[config.mk]
export PLATFORM = sky130hd
export DESIGN_NAME = fixed_timestep_accumulator_unit_flat
export DESIGN_NICKNAME = d
export VERILOG_FILES = /design/src/sv/fta_pkg.sv /design/src/sv/fta_if.sv /design/src/sv/fixed_timestep_accumulator_unit.sv /design/src/sv/fta_div.sv /design/src/flat_wrapper.sv
export SDC_FILE = /design/constraint.sdc
export NUM_CORES = 2
export LEC_CHECK = 0
export ABC_AREA = 0
export BUFFER_PORTS_ARGS = -buffer_cell sky130_fd_sc_hd__buf_2
export CORE_ASPECT_RATIO = 0.7
export CORE_MARGIN = 5
export CORE_UTILIZATION = 55
export DETAILED_ROUTE_END_ITERATION = 16
export GPL_TIMING_DRIVEN = 0
export PLACE_DENSITY = 0.86
export REMOVE_ABC_BUFFERS = 1
export SYNTH_ARGS = -nofsm -noshare
export SYNTH_HDL_FRONTEND = slang
export SYNTH_SLANG_ARGS = --single-unit
export TNS_END_PERCENT = 5
[constraint.sdc]
create_clock -name clk_i -period 6.4 [get_ports clk_i]
set_input_delay 0.32 -clock clk_i [delete_from_list [all_inputs] [get_ports clk_i]]
set_output_delay 0.32 -clock clk_i [all_outputs]
set_load 0.01 [all_outputs]
[src/sv/fta_pkg.sv]
// ----------------------------------------------------------------------------
// Fixed-timestep accumulator package
// Shared widths, operation codes, register indexes and state type.
// ----------------------------------------------------------------------------
`timescale 1ns / 1ps
`default_nettype none

package fta_pkg;

  localparam int unsigned ELAPSED_W    = 32;
  localparam int unsigned SCALE_W      = 16;
  localparam int unsigned PROD_W       = ELAPSED_W + SCALE_W;
  localparam int unsigned WIDE_W       = 40;
  localparam int unsigned REM_W        = 32;
  localparam int unsigned SUM_W        = 41;
  localparam int unsigned RATE_W       = 16;
  localparam int unsigned CNT_W        = 6;
  localparam int unsigned CFG_IDX_W    = 2;
  localparam int unsigned FRAC_BITS_DF = 8;

  localparam logic [1:0] OP_FRAME  = 2'd0;
  localparam logic [1:0] OP_RESYNC = 2'd1;
  localparam logic [1:0] OP_COPY   = 2'd2;

  localparam logic [CFG_IDX_W-1:0] REG_FIXED_STEP   = 2'd0;
  localparam logic [CFG_IDX_W-1:0] REG_TIME_SCALE   = 2'd1;
  localparam logic [CFG_IDX_W-1:0] REG_TARGET_FRAME = 2'd2;

  localparam logic [ELAPSED_W-1:0] FIXED_STEP_RST   = 32'd16666667;
  localparam logic [SCALE_W-1:0]   TIME_SCALE_RST   = 16'd256;
  localparam logic [ELAPSED_W-1:0] TARGET_FRAME_RST = 32'd16666666;
  localparam logic [SUM_W-1:0]     NS_PER_SECOND    = 41'd1000000000;

  localparam logic [CNT_W-1:0] MUL_LAST = CNT_W'(SCALE_W - 1);
  localparam logic [CNT_W-1:0] DIV_LAST = CNT_W'(SUM_W - 1);

  typedef enum logic [2:0] {
    ST_IDLE,
    ST_MUL,
    ST_LOAD,
    ST_DIV,
    ST_DONE
  } fta_state_e;

endpackage

`default_nettype wire

[src/sv/fta_if.sv]
// ----------------------------------------------------------------------------
// Fixed-timestep accumulator channels
// Valid/ready interfaces for the input words and the result words.
// ----------------------------------------------------------------------------
`timescale 1ns / 1ps
`default_nettype none

interface fta_in_if;
  logic                           valid;
  logic                           ready;
  logic [1:0]                     operation;
  logic [fta_pkg::ELAPSED_W-1:0]  elapsed_ns;

  modport source (output valid, output operation, output elapsed_ns, input ready);
  modport sink (input valid, input operation, input elapsed_ns, output ready);
endinterface

interface fta_out_if;
  logic                           valid;
  logic                           ready;
  logic [fta_pkg::ELAPSED_W-1:0]  real_delta_ns;
  logic [fta_pkg::WIDE_W-1:0]     scaled_delta_ns;
  logic [fta_pkg::WIDE_W-1:0]     fixed_delta_ns;
  logic [fta_pkg::WIDE_W-1:0]     scaled_steps;
  logic [fta_pkg::ELAPSED_W-1:0]  real_steps;
  logic [fta_pkg::RATE_W-1:0]     frame_rate;

  modport source (
    output valid, output real_delta_ns, output scaled_delta_ns, output fixed_delta_ns,
    output scaled_steps, output real_steps, output frame_rate, input ready
  );
  modport sink (
    input valid, input real_delta_ns, input scaled_delta_ns, input fixed_delta_ns,
    input scaled_steps, input real_steps, input frame_rate, output ready
  );
endinterface

`default_nettype wire

[src/sv/fixed_timestep_accumulator_unit.sv]
// Sequence: a frame word accepted in idle runs 16 multiply steps, a load state,
// 41 divide steps and a finish state, which waits while the output register is
// still occupied. A resync or copy word updates the remainders when accepted.
// No new word is accepted until a frame word has left the finish state.
// Reset clears the accumulators, arms the first-frame flag and loads register defaults.
// ----------------------------------------------------------------------------
// Fixed-timestep accumulator unit
// Scales frame time, computes the frame rate and tracks whole fixed steps
// on a scaled and a real remainder accumulator using serial arithmetic.
// ----------------------------------------------------------------------------
`timescale 1ns / 1ps
`default_nettype none

module fixed_timestep_accumulator_unit #(
  parameter int unsigned SCALE_FRAC_BITS = fta_pkg::FRAC_BITS_DF
) (
  input  wire logic                              clk_i,
  input  wire logic                              rst_ni,
  input  wire logic                              cfg_we_i,
  input  wire logic [fta_pkg::CFG_IDX_W-1:0]     cfg_idx_i,
  input  wire logic [fta_pkg::ELAPSED_W-1:0]     cfg_wdata_i,
  fta_in_if.sink                                 in_i,
  fta_out_if.source                              out_o
);

  fta_pkg::fta_state_e state_q, state_d;
  logic [fta_pkg::CNT_W-1:0] cnt_q, cnt_d;

  logic [fta_pkg::ELAPSED_W-1:0] fixed_step_q;
  logic [fta_pkg::SCALE_W-1:0]   time_scale_q;
  logic [fta_pkg::ELAPSED_W-1:0] target_frame_q;
  logic                          first_q;

  logic [fta_pkg::REM_W-1:0] rem_s_q, rem_r_q;

  logic [fta_pkg::ELAPSED_W-1:0] elapsed_q;
  logic                          var_q;
  logic                          first_item_q;
  logic [fta_pkg::PROD_W-1:0]    prod_q;
  logic [fta_pkg::ELAPSED_W:0]   prod_hi;
  logic [fta_pkg::PROD_W-1:0]    prod_shr;
  logic [fta_pkg::WIDE_W-1:0]    scaled;

  logic accept, frame_acc, mul_step, div_load, div_step, done_fire, upd;

  logic [fta_pkg::WIDE_W-1:0]    qs;
  logic [fta_pkg::ELAPSED_W-1:0] qr;
  logic [fta_pkg::RATE_W-1:0]    qf;
  logic [fta_pkg::REM_W-1:0]     rs, rr, rf;

  logic                           out_valid_q;
  logic [fta_pkg::ELAPSED_W-1:0]  o_real_delta_q;
  logic [fta_pkg::WIDE_W-1:0]     o_scaled_delta_q;
  logic [fta_pkg::WIDE_W-1:0]     o_fixed_delta_q;
  logic [fta_pkg::WIDE_W-1:0]     o_scaled_steps_q;
  logic [fta_pkg::ELAPSED_W-1:0]  o_real_steps_q;
  logic [fta_pkg::RATE_W-1:0]     o_frame_rate_q;

  assign accept    = in_i.valid && in_i.ready;
  assign frame_acc = accept && (in_i.operation == fta_pkg::OP_FRAME);
  assign upd       = !var_q && !first_item_q;

  always_ff @(posedge clk_i or negedge rst_ni) begin
    if (!rst_ni) begin
      state_q <= fta_pkg::ST_IDLE;
      cnt_q   <= '0;
    end else begin
      state_q <= state_d;
      cnt_q   <= cnt_d;
    end
  end

  always_comb begin
    state_d    = state_q;
    cnt_d      = cnt_q;
    in_i.ready = 1'b0;
    mul_step   = 1'b0;
    div_load   = 1'b0;
    div_step   = 1'b0;
    done_fire  = 1'b0;
    unique case (state_q)
      fta_pkg::ST_IDLE: begin
        in_i.ready = 1'b1;
        if (in_i.valid && in_i.operation == fta_pkg::OP_FRAME) begin
          state_d = fta_pkg::ST_MUL;
          cnt_d   = fta_pkg::MUL_LAST;
        end
      end
      fta_pkg::ST_MUL: begin
        mul_step = 1'b1;
        cnt_d    = cnt_q - fta_pkg::CNT_W'(1);
        if (cnt_q == '0) begin
          state_d = fta_pkg::ST_LOAD;
        end
      end
      fta_pkg::ST_LOAD: begin
        div_load = 1'b1;
        state_d  = fta_pkg::ST_DIV;
        cnt_d    = fta_pkg::DIV_LAST;
      end
      fta_pkg::ST_DIV: begin
        div_step = 1'b1;
        cnt_d    = cnt_q - fta_pkg::CNT_W'(1);
        if (cnt_q == '0) begin
          state_d = fta_pkg::ST_DONE;
        end
      end
      fta_pkg::ST_DONE: begin
        if (!out_valid_q || out_o.ready) begin
          done_fire = 1'b1;
          state_d   = fta_pkg::ST_IDLE;
        end
      end
      default: begin
        state_d = fta_pkg::ST_IDLE;
      end
    endcase
  end

  always_ff @(posedge clk_i or negedge rst_ni) begin
    if (!rst_ni) begin
      fixed_step_q   <= fta_pkg::FIXED_STEP_RST;
      time_scale_q   <= fta_pkg::TIME_SCALE_RST;
      target_frame_q <= fta_pkg::TARGET_FRAME_RST;
      first_q        <= 1'b1;
    end else begin
      if (cfg_we_i) begin
        unique case (cfg_idx_i)
          fta_pkg::REG_FIXED_STEP: begin
            fixed_step_q <= cfg_wdata_i;
            if (cfg_wdata_i == '0) begin
              first_q <= 1'b0;
            end
          end
          fta_pkg::REG_TIME_SCALE: begin
            time_scale_q <= cfg_wdata_i[fta_pkg::SCALE_W-1:0];
          end
          fta_pkg::REG_TARGET_FRAME: begin
            target_frame_q <= cfg_wdata_i;
          end
          default: begin
          end
        endcase
      end
      if (frame_acc) begin
        first_q <= 1'b0;
      end
    end
  end

  always_ff @(posedge clk_i or negedge rst_ni) begin
    if (!rst_ni) begin
      rem_s_q <= '0;
      rem_r_q <= '0;
    end else if (accept && in_i.operation == fta_pkg::OP_RESYNC) begin
      rem_s_q <= {1'b0, target_frame_q[fta_pkg::ELAPSED_W-1:1]};
      rem_r_q <= {1'b0, target_frame_q[fta_pkg::ELAPSED_W-1:1]};
    end else if (accept && in_i.operation == fta_pkg::OP_COPY) begin
      rem_r_q <= rem_s_q;
    end else if (done_fire && upd) begin
      rem_s_q <= rs;
      rem_r_q <= rr;
    end
  end

  assign prod_hi  = {1'b0, prod_q[fta_pkg::PROD_W-1:fta_pkg::SCALE_W]}
                  + (prod_q[0] ? {1'b0, elapsed_q} : '0);
  assign prod_shr = prod_q >> SCALE_FRAC_BITS;
  assign scaled   = (|prod_shr[fta_pkg::PROD_W-1:fta_pkg::WIDE_W]) ? '1
                  : prod_shr[fta_pkg::WIDE_W-1:0];

  always_ff @(posedge clk_i) begin
    if (frame_acc) begin
      elapsed_q    <= in_i.elapsed_ns;
      var_q        <= (fixed_step_q == '0);
      first_item_q <= first_q;
      prod_q       <= {{fta_pkg::ELAPSED_W{1'b0}}, time_scale_q};
    end else if (mul_step) begin
      prod_q <= {prod_hi, prod_q[fta_pkg::SCALE_W-1:1]};
    end
  end

  fta_div #(.QUOT_W(fta_pkg::WIDE_W)) u_div_scaled (
    .clk_i      (clk_i),
    .load_i     (div_load),
    .step_i     (div_step),
    .dividend_i ({9'd0, rem_s_q} + {1'b0, scaled}),
    .divisor_i  (fixed_step_q),
    .quot_o     (qs),
    .rem_o      (rs)
  );

  fta_div #(.QUOT_W(fta_pkg::ELAPSED_W)) u_div_real (
    .clk_i      (clk_i),
    .load_i     (div_load),
    .step_i     (div_step),
    .dividend_i ({9'd0, rem_r_q} + {9'd0, elapsed_q}),
    .divisor_i  (fixed_step_q),
    .quot_o     (qr),
    .rem_o      (rr)
  );

  fta_div #(.QUOT_W(fta_pkg::RATE_W)) u_div_rate (
    .clk_i      (clk_i),
    .load_i     (div_load),
    .step_i     (div_step),
    .dividend_i (fta_pkg::NS_PER_SECOND),
    .divisor_i  (elapsed_q),
    .quot_o     (qf),
    .rem_o      (rf)
  );

  always_ff @(posedge clk_i or negedge rst_ni) begin
    if (!rst_ni) begin
      out_valid_q <= 1'b0;
    end else if (done_fire) begin
      out_valid_q <= 1'b1;
    end else if (out_o.ready) begin
      out_valid_q <= 1'b0;
    end
  end

  always_ff @(posedge clk_i) begin
    if (done_fire) begin
      o_real_delta_q   <= elapsed_q;
      o_scaled_delta_q <= scaled;
      o_frame_rate_q   <= qf;
      if (var_q) begin
        o_fixed_delta_q  <= scaled;
        o_scaled_steps_q <= fta_pkg::WIDE_W'(1);
        o_real_steps_q   <= fta_pkg::ELAPSED_W'(1);
      end else if (first_item_q) begin
        o_fixed_delta_q  <= {8'd0, fixed_step_q};
        o_scaled_steps_q <= '0;
        o_real_steps_q   <= '0;
      end else begin
        o_fixed_delta_q  <= {8'd0, fixed_step_q};
        o_scaled_steps_q <= qs;
        o_real_steps_q   <= qr;
      end
    end
  end

  assign out_o.valid           = out_valid_q;
  assign out_o.real_delta_ns   = o_real_delta_q;
  assign out_o.scaled_delta_ns = o_scaled_delta_q;
  assign out_o.fixed_delta_ns  = o_fixed_delta_q;
  assign out_o.scaled_steps    = o_scaled_steps_q;
  assign out_o.real_steps      = o_real_steps_q;
  assign out_o.frame_rate      = o_frame_rate_q;

  // The rate divider's remainder is not needed; it only keeps the port connected.
  logic rate_rem_unused;
  assign rate_rem_unused = |rf;

  a_frame_starts: assert property (@(posedge clk_i) disable iff (!rst_ni)
    frame_acc |=> (state_q == fta_pkg::ST_MUL))
    else $error("frame word did not start the multiply");

  a_valid_from_done: assert property (@(posedge clk_i) disable iff (!rst_ni)
    $rose(out_o.valid) |-> $past(state_q == fta_pkg::ST_DONE))
    else $error("result raised outside the finish state");

  a_no_result_other: assert property (@(posedge clk_i) disable iff (!rst_ni)
    (accept && in_i.operation != fta_pkg::OP_FRAME && !out_o.valid) |=> !out_o.valid)
    else $error("non-frame word produced a result");

  a_rem_below_step: assert property (@(posedge clk_i) disable iff (!rst_ni)
    (done_fire && upd) |=> (rem_r_q < fixed_step_q) && (rem_s_q < fixed_step_q))
    else $error("kept remainder not below the fixed step");

endmodule

`default_nettype wire

[src/sv/fta_div.sv]
// ----------------------------------------------------------------------------
// Fixed-timestep accumulator divider
// Restoring divider that retires one quotient bit per step, with a
// saturating quotient and the exact remainder.
// ----------------------------------------------------------------------------
`timescale 1ns / 1ps
`default_nettype none

module fta_div #(
  parameter int unsigned QUOT_W = 32
) (
  input  wire logic                          clk_i,
  input  wire logic                          load_i,
  input  wire logic                          step_i,
  input  wire logic [fta_pkg::SUM_W-1:0]     dividend_i,
  input  wire logic [fta_pkg::REM_W-1:0]     divisor_i,
  output logic      [QUOT_W-1:0]             quot_o,
  output logic      [fta_pkg::REM_W-1:0]     rem_o
);

  logic [fta_pkg::SUM_W-1:0] dvd_q, dvd_d;
  logic [fta_pkg::REM_W-1:0] rem_q, rem_d;
  logic [QUOT_W-1:0]         quot_q, quot_d;
  logic                      ovf_q, ovf_d;
  logic [fta_pkg::REM_W:0]   trial;
  logic [fta_pkg::REM_W+1:0] diff;
  logic                      ge;

  always_comb begin
    trial  = {rem_q, dvd_q[fta_pkg::SUM_W-1]};
    diff   = {1'b0, trial} - {2'b00, divisor_i};
    ge     = !diff[fta_pkg::REM_W+1];
    dvd_d  = dvd_q;
    rem_d  = rem_q;
    quot_d = quot_q;
    ovf_d  = ovf_q;
    if (load_i) begin
      dvd_d  = dividend_i;
      rem_d  = '0;
      quot_d = '0;
      ovf_d  = 1'b0;
    end else if (step_i) begin
      dvd_d  = {dvd_q[fta_pkg::SUM_W-2:0], 1'b0};
      rem_d  = ge ? diff[fta_pkg::REM_W-1:0] : trial[fta_pkg::REM_W-1:0];
      quot_d = {quot_q[QUOT_W-2:0], ge};
      ovf_d  = ovf_q | quot_q[QUOT_W-1];
    end
  end

  always_ff @(posedge clk_i) begin
    dvd_q  <= dvd_d;
    rem_q  <= rem_d;
    quot_q <= quot_d;
    ovf_q  <= ovf_d;
  end

  assign quot_o = ovf_q ? '1 : quot_q;
  assign rem_o  = rem_q;

endmodule

`default_nettype wire
[src/flat_wrapper.sv]
// flat-port wrapper written by rule: the top's interface ports become plain ports
module fixed_timestep_accumulator_unit_flat 
#(
  parameter int unsigned SCALE_FRAC_BITS = fta_pkg::FRAC_BITS_DF
)
  (clk_i, rst_ni, cfg_we_i, cfg_idx_i, cfg_wdata_i, in_i_valid, in_i_operation, in_i_elapsed_ns, in_i_ready, out_o_valid, out_o_real_delta_ns, out_o_scaled_delta_ns, out_o_fixed_delta_ns, out_o_scaled_steps, out_o_real_steps, out_o_frame_rate, out_o_ready);
  fta_in_if in_i_i ();
  fta_out_if out_o_i ();
  input  wire logic clk_i;
  input  wire logic rst_ni;
  input  wire logic cfg_we_i;
  input  wire logic [fta_pkg::CFG_IDX_W-1:0] cfg_idx_i;
  input  wire logic [fta_pkg::ELAPSED_W-1:0] cfg_wdata_i;
  input wire logic [$bits(in_i_i.valid)-1:0] in_i_valid;
  input wire logic [$bits(in_i_i.operation)-1:0] in_i_operation;
  input wire logic [$bits(in_i_i.elapsed_ns)-1:0] in_i_elapsed_ns;
  output wire logic [$bits(in_i_i.ready)-1:0] in_i_ready;
  output wire logic [$bits(out_o_i.valid)-1:0] out_o_valid;
  output wire logic [$bits(out_o_i.real_delta_ns)-1:0] out_o_real_delta_ns;
  output wire logic [$bits(out_o_i.scaled_delta_ns)-1:0] out_o_scaled_delta_ns;
  output wire logic [$bits(out_o_i.fixed_delta_ns)-1:0] out_o_fixed_delta_ns;
  output wire logic [$bits(out_o_i.scaled_steps)-1:0] out_o_scaled_steps;
  output wire logic [$bits(out_o_i.real_steps)-1:0] out_o_real_steps;
  output wire logic [$bits(out_o_i.frame_rate)-1:0] out_o_frame_rate;
  input wire logic [$bits(out_o_i.ready)-1:0] out_o_ready;
  assign in_i_i.valid = in_i_valid;
  assign in_i_i.operation = in_i_operation;
  assign in_i_i.elapsed_ns = in_i_elapsed_ns;
  assign in_i_ready = in_i_i.ready;
  assign out_o_valid = out_o_i.valid;
  assign out_o_real_delta_ns = out_o_i.real_delta_ns;
  assign out_o_scaled_delta_ns = out_o_i.scaled_delta_ns;
  assign out_o_fixed_delta_ns = out_o_i.fixed_delta_ns;
  assign out_o_scaled_steps = out_o_i.scaled_steps;
  assign out_o_real_steps = out_o_i.real_steps;
  assign out_o_frame_rate = out_o_i.frame_rate;
  assign out_o_i.ready = out_o_ready;
  fixed_timestep_accumulator_unit #(.SCALE_FRAC_BITS(SCALE_FRAC_BITS)) u_core (.clk_i(clk_i), .rst_ni(rst_ni), .cfg_we_i(cfg_we_i), .cfg_idx_i(cfg_idx_i), .cfg_wdata_i(cfg_wdata_i), .in_i(in_i_i), .out_o(out_o_i));
endmodule
==> impl_results.md <==
* Clk pin slew, worst setup/hold paths at 60 ps
* Residual DRC at 0
* Worst-Margin Slew at 1250 ps
* Seq/Total Area, Yosys at 0.501
* Initial antenna violation count at 7
* RSZ-0062 raised after global routing: no
* Most frequent cell after synthesis: nand2_1
* DRT Pass-1 Iters at 6
* Status: finished clean
* CP startpoint kind: register
* Min Hold Slack at 58.3 ps
* Largest net degree at the start of global routing at 138
* Area delta synth->final at 15.2%
* Ys Warns at 0
* H-tree Lvls at 3
* Worst flop-to-flop path startpoint: u_core.state_q[0]
* CTS tree: yes
* Max incr delay on CP at 1090 ps
* DIE AREA at 74,000 µm²
* Max Transition Viols Final at 0
* Worst clock skew at 24.7 ps
* Initial Util at 0.554
* Dominant cells by area after synthesis: edfxtp_1 (26%), dfxtp_1 (13%), dfrtp_1 (8.4%), nand2_1 (6.9%), ha_1 (6.4%)
* Synth Cell Area at 37,700 µm²
* Worst R2R Setup Slack at 1430 ps
* Cts bufs inserted at 74
* Max IR drop VDD at 0.000266 V
* HP Class: in2reg
* Synth Area per Inst at 9.80 µm²
* Port Buffers at 274
* Final cell utilization of the core at 0.638
* Mapped Cells at 3,847
* Total Power at 19,400 µW
* EDFF count, synth at 332
* Setup Crit Path Kind: reg2reg
* Place WS at 1490 ps
* Die Height at 229 µm
* WL per Instance at 20.9 µm
* Vias after detailed routing at 30,900
* Fraction of registers with async set/reset at 0.209
* Final WL at 106 mm
* Core area at 68,100 µm²
* Slowest cell on the critical path: nor2_1
* Post-CTS Setup Repair Bufs at 0
* Crit Path Max Fanout at 69
* Routability cong. at 0.949
* Fmax at 201 MHz
* I/O pin cnt at 275
* Clock buffer depth at 3
* FILL cells at 5,250
* Top_reg_cell synth: edfxtp_1
* Final worst path period share at 0.776
* Sink Count at 737
* Crit path capture type: register
* Multi-input logic area at 17,600 µm²
* CTS resizes at 0
* Reg2reg end: u_core.prod_q[15]
* Register Area at 18,900 µm²
* Worst r2r path cells at 6
* Row count at 80
* Share of cells above drive strength 1 at 0.134
* Final setup viols at 0
* Iteration-0 DRC count of the detailed router at 3,370
* Seq cells post-synth at 737
* First-pass GRT wire length at 164 mm
* Max transition margin at 0.165
* Cell Pwr Density at 446 nW/µm²
* Drt via density at 6.11
* Worst path arrival time at 5170 ps
* Dpl hpwl at 73.1 mm
* Synth top cells by count: nand2_1 (689), edfxtp_1 (332), dfxtp_1 (251), o21ai_0 (231), a21oi_1 (199)
* Cell Chain, Critical Path: buf_16, nor4_1, nand2_2, clkinv_4, nor2_1, inv_1
* Start point of the critical path: u_core.state_q[0]
* Cell variety after synth at 86
* GRT Resource Usage Total at 0.277
* Antenna viol nets, final at 0
* Post-CTS Hold Buffers at 65
* Clk root buf: clkbuf_16
* Post-synth top area share at 0.264
* DIE WIDTH at 323 µm
* Period minus WS final at 4970 ps
* Vias in the first global route at 29,300
* Nets@finish at 4,365
* Final worst slack at 1430 ps
* CP required at 6600 ps
* Area leader, netlist: edfxtp_1
* Min-delay src: cfg_wdata_i[5]
* End point of the critical path: u_core.prod_q[15]
* Hold Fails Final Rpt at 0
* Max-Cap Viols at 0
* Total global routing overflow at 0
* Cell leakage power at 0.0183 µW
* Clk_lat worst skew at 650 ps
-- placed cells by master (no fill, tap or decap), types with 56 or more instances in the layout --
cell type      instances
nand2_1              685
edfxtp_1             332
buf_2                273
dfxtp_1              250
o21ai_0              230
a21oi_1              199
ha_1                 194
nand3_1              181
nor2_1               138
inv_1                131
dfrtp_1              126
a21o_1               120
xnor2_1               95
o21a_1                87
mux2i_1               80
clkbuf_16             77
xor2_1                70
a31oi_1               65
dlygate4sd3_1         65
o21ai_1               56
-- layer usage --
metal  GRT usage  wire length (µm)  vias to the layer above
li1            -                 -                    14300
met1       0.397             45200                    14800
met2       0.413             46300                     1553
met3      0.0629             10300                      264
met4       0.102              4090                        2
met5           0                17                        -
-- kinds of logic (layout without fill, tap and decap cells) --
group | Yosys count | in the layout | share of synthesized area
AO/OA/AOI/OAI | 998 | 998 | 0.170
XOR/XNOR | 165 | 165 | 0.0383
adder cells (fa/ha/maj) | 200 | 200 | 0.0676
buffers and inverters | 334 | 639 | 0.0341
flip-flops | 737 | 737 | 0.501
multiplexers | 131 | 131 | 0.0365
other | 0 | 5 | 0
AND/OR/NAND/NOR | 1282 | 1282 | 0.152
-- state kept, by name (all words and copies together), names as in the netlist, 40 cells and up --
register / cells
u_core.prod_q: 48
u_core.u_div_real.dvd_q: 41
u_core.u_div_scaled.dvd_q: 41
u_core.out_o.fixed_delta_ns: 40
u_core.out_o.scaled_delta_ns: 40
u_core.out_o.scaled_steps: 40
u_core.u_div_scaled.quot_q: 40
-- critical path, delay by kind of cell, from the launching register on --
kind          cells  cell delay, ps
flops             1             690
buf+inv           3            1810
simple gates      3            1890
-- cell type report --
type / count / area share
Antenna cell: 5 / 0.000288
Clock buffer: 99 / 0.0474
Clock inverter: 37 / 0.00997
Inverter: 133 / 0.0117
Multi-Input combinational cell: 2776 / 0.406
Sequential cell: 737 / 0.435
Tap cell: 902 / 0.0260
Timing Repair Buffer: 370 / 0.0633
-- report_power, final --
group	switching (µW)	total [µW]	internal, µW
Combinational	4820	7860	3040
Sequential	859	6970	6110
Clock	1920	4530	2610
Total	7600	19400	11800
-- stage by stage --
stage / std cells / cell area (µm²) / TNS (ps)
6_report: 5059 / 43400 / 0
5_1_grt: 5059 / 43400 / 0
4_1_cts: 5054 / 43400 / 0
3_5_place_dp: 4853 / 40300 / 0
3_3_place_gp: 4822 / 39400 / -6239530
2_1_floorplan: 3646 / 36900 / -2287660
-- worst min-delay path by stage --
stage                                              to  slack (ps)  depth (start not counted)
after floorplan                       u_core.cnt_q[0]          20                          0
after CTS                      u_core.fixed_step_q[5]           8                          3
after detailed placement       u_core.time_scale_q[9]         380                          1
after global placement    u_core.u_div_rate.dvd_q[39]         430                          2
after global routing           u_core.fixed_step_q[5]          50                          3
final                          u_core.fixed_step_q[5]          60                          3
Note: power is estimated with default switching activity, not from simulation.
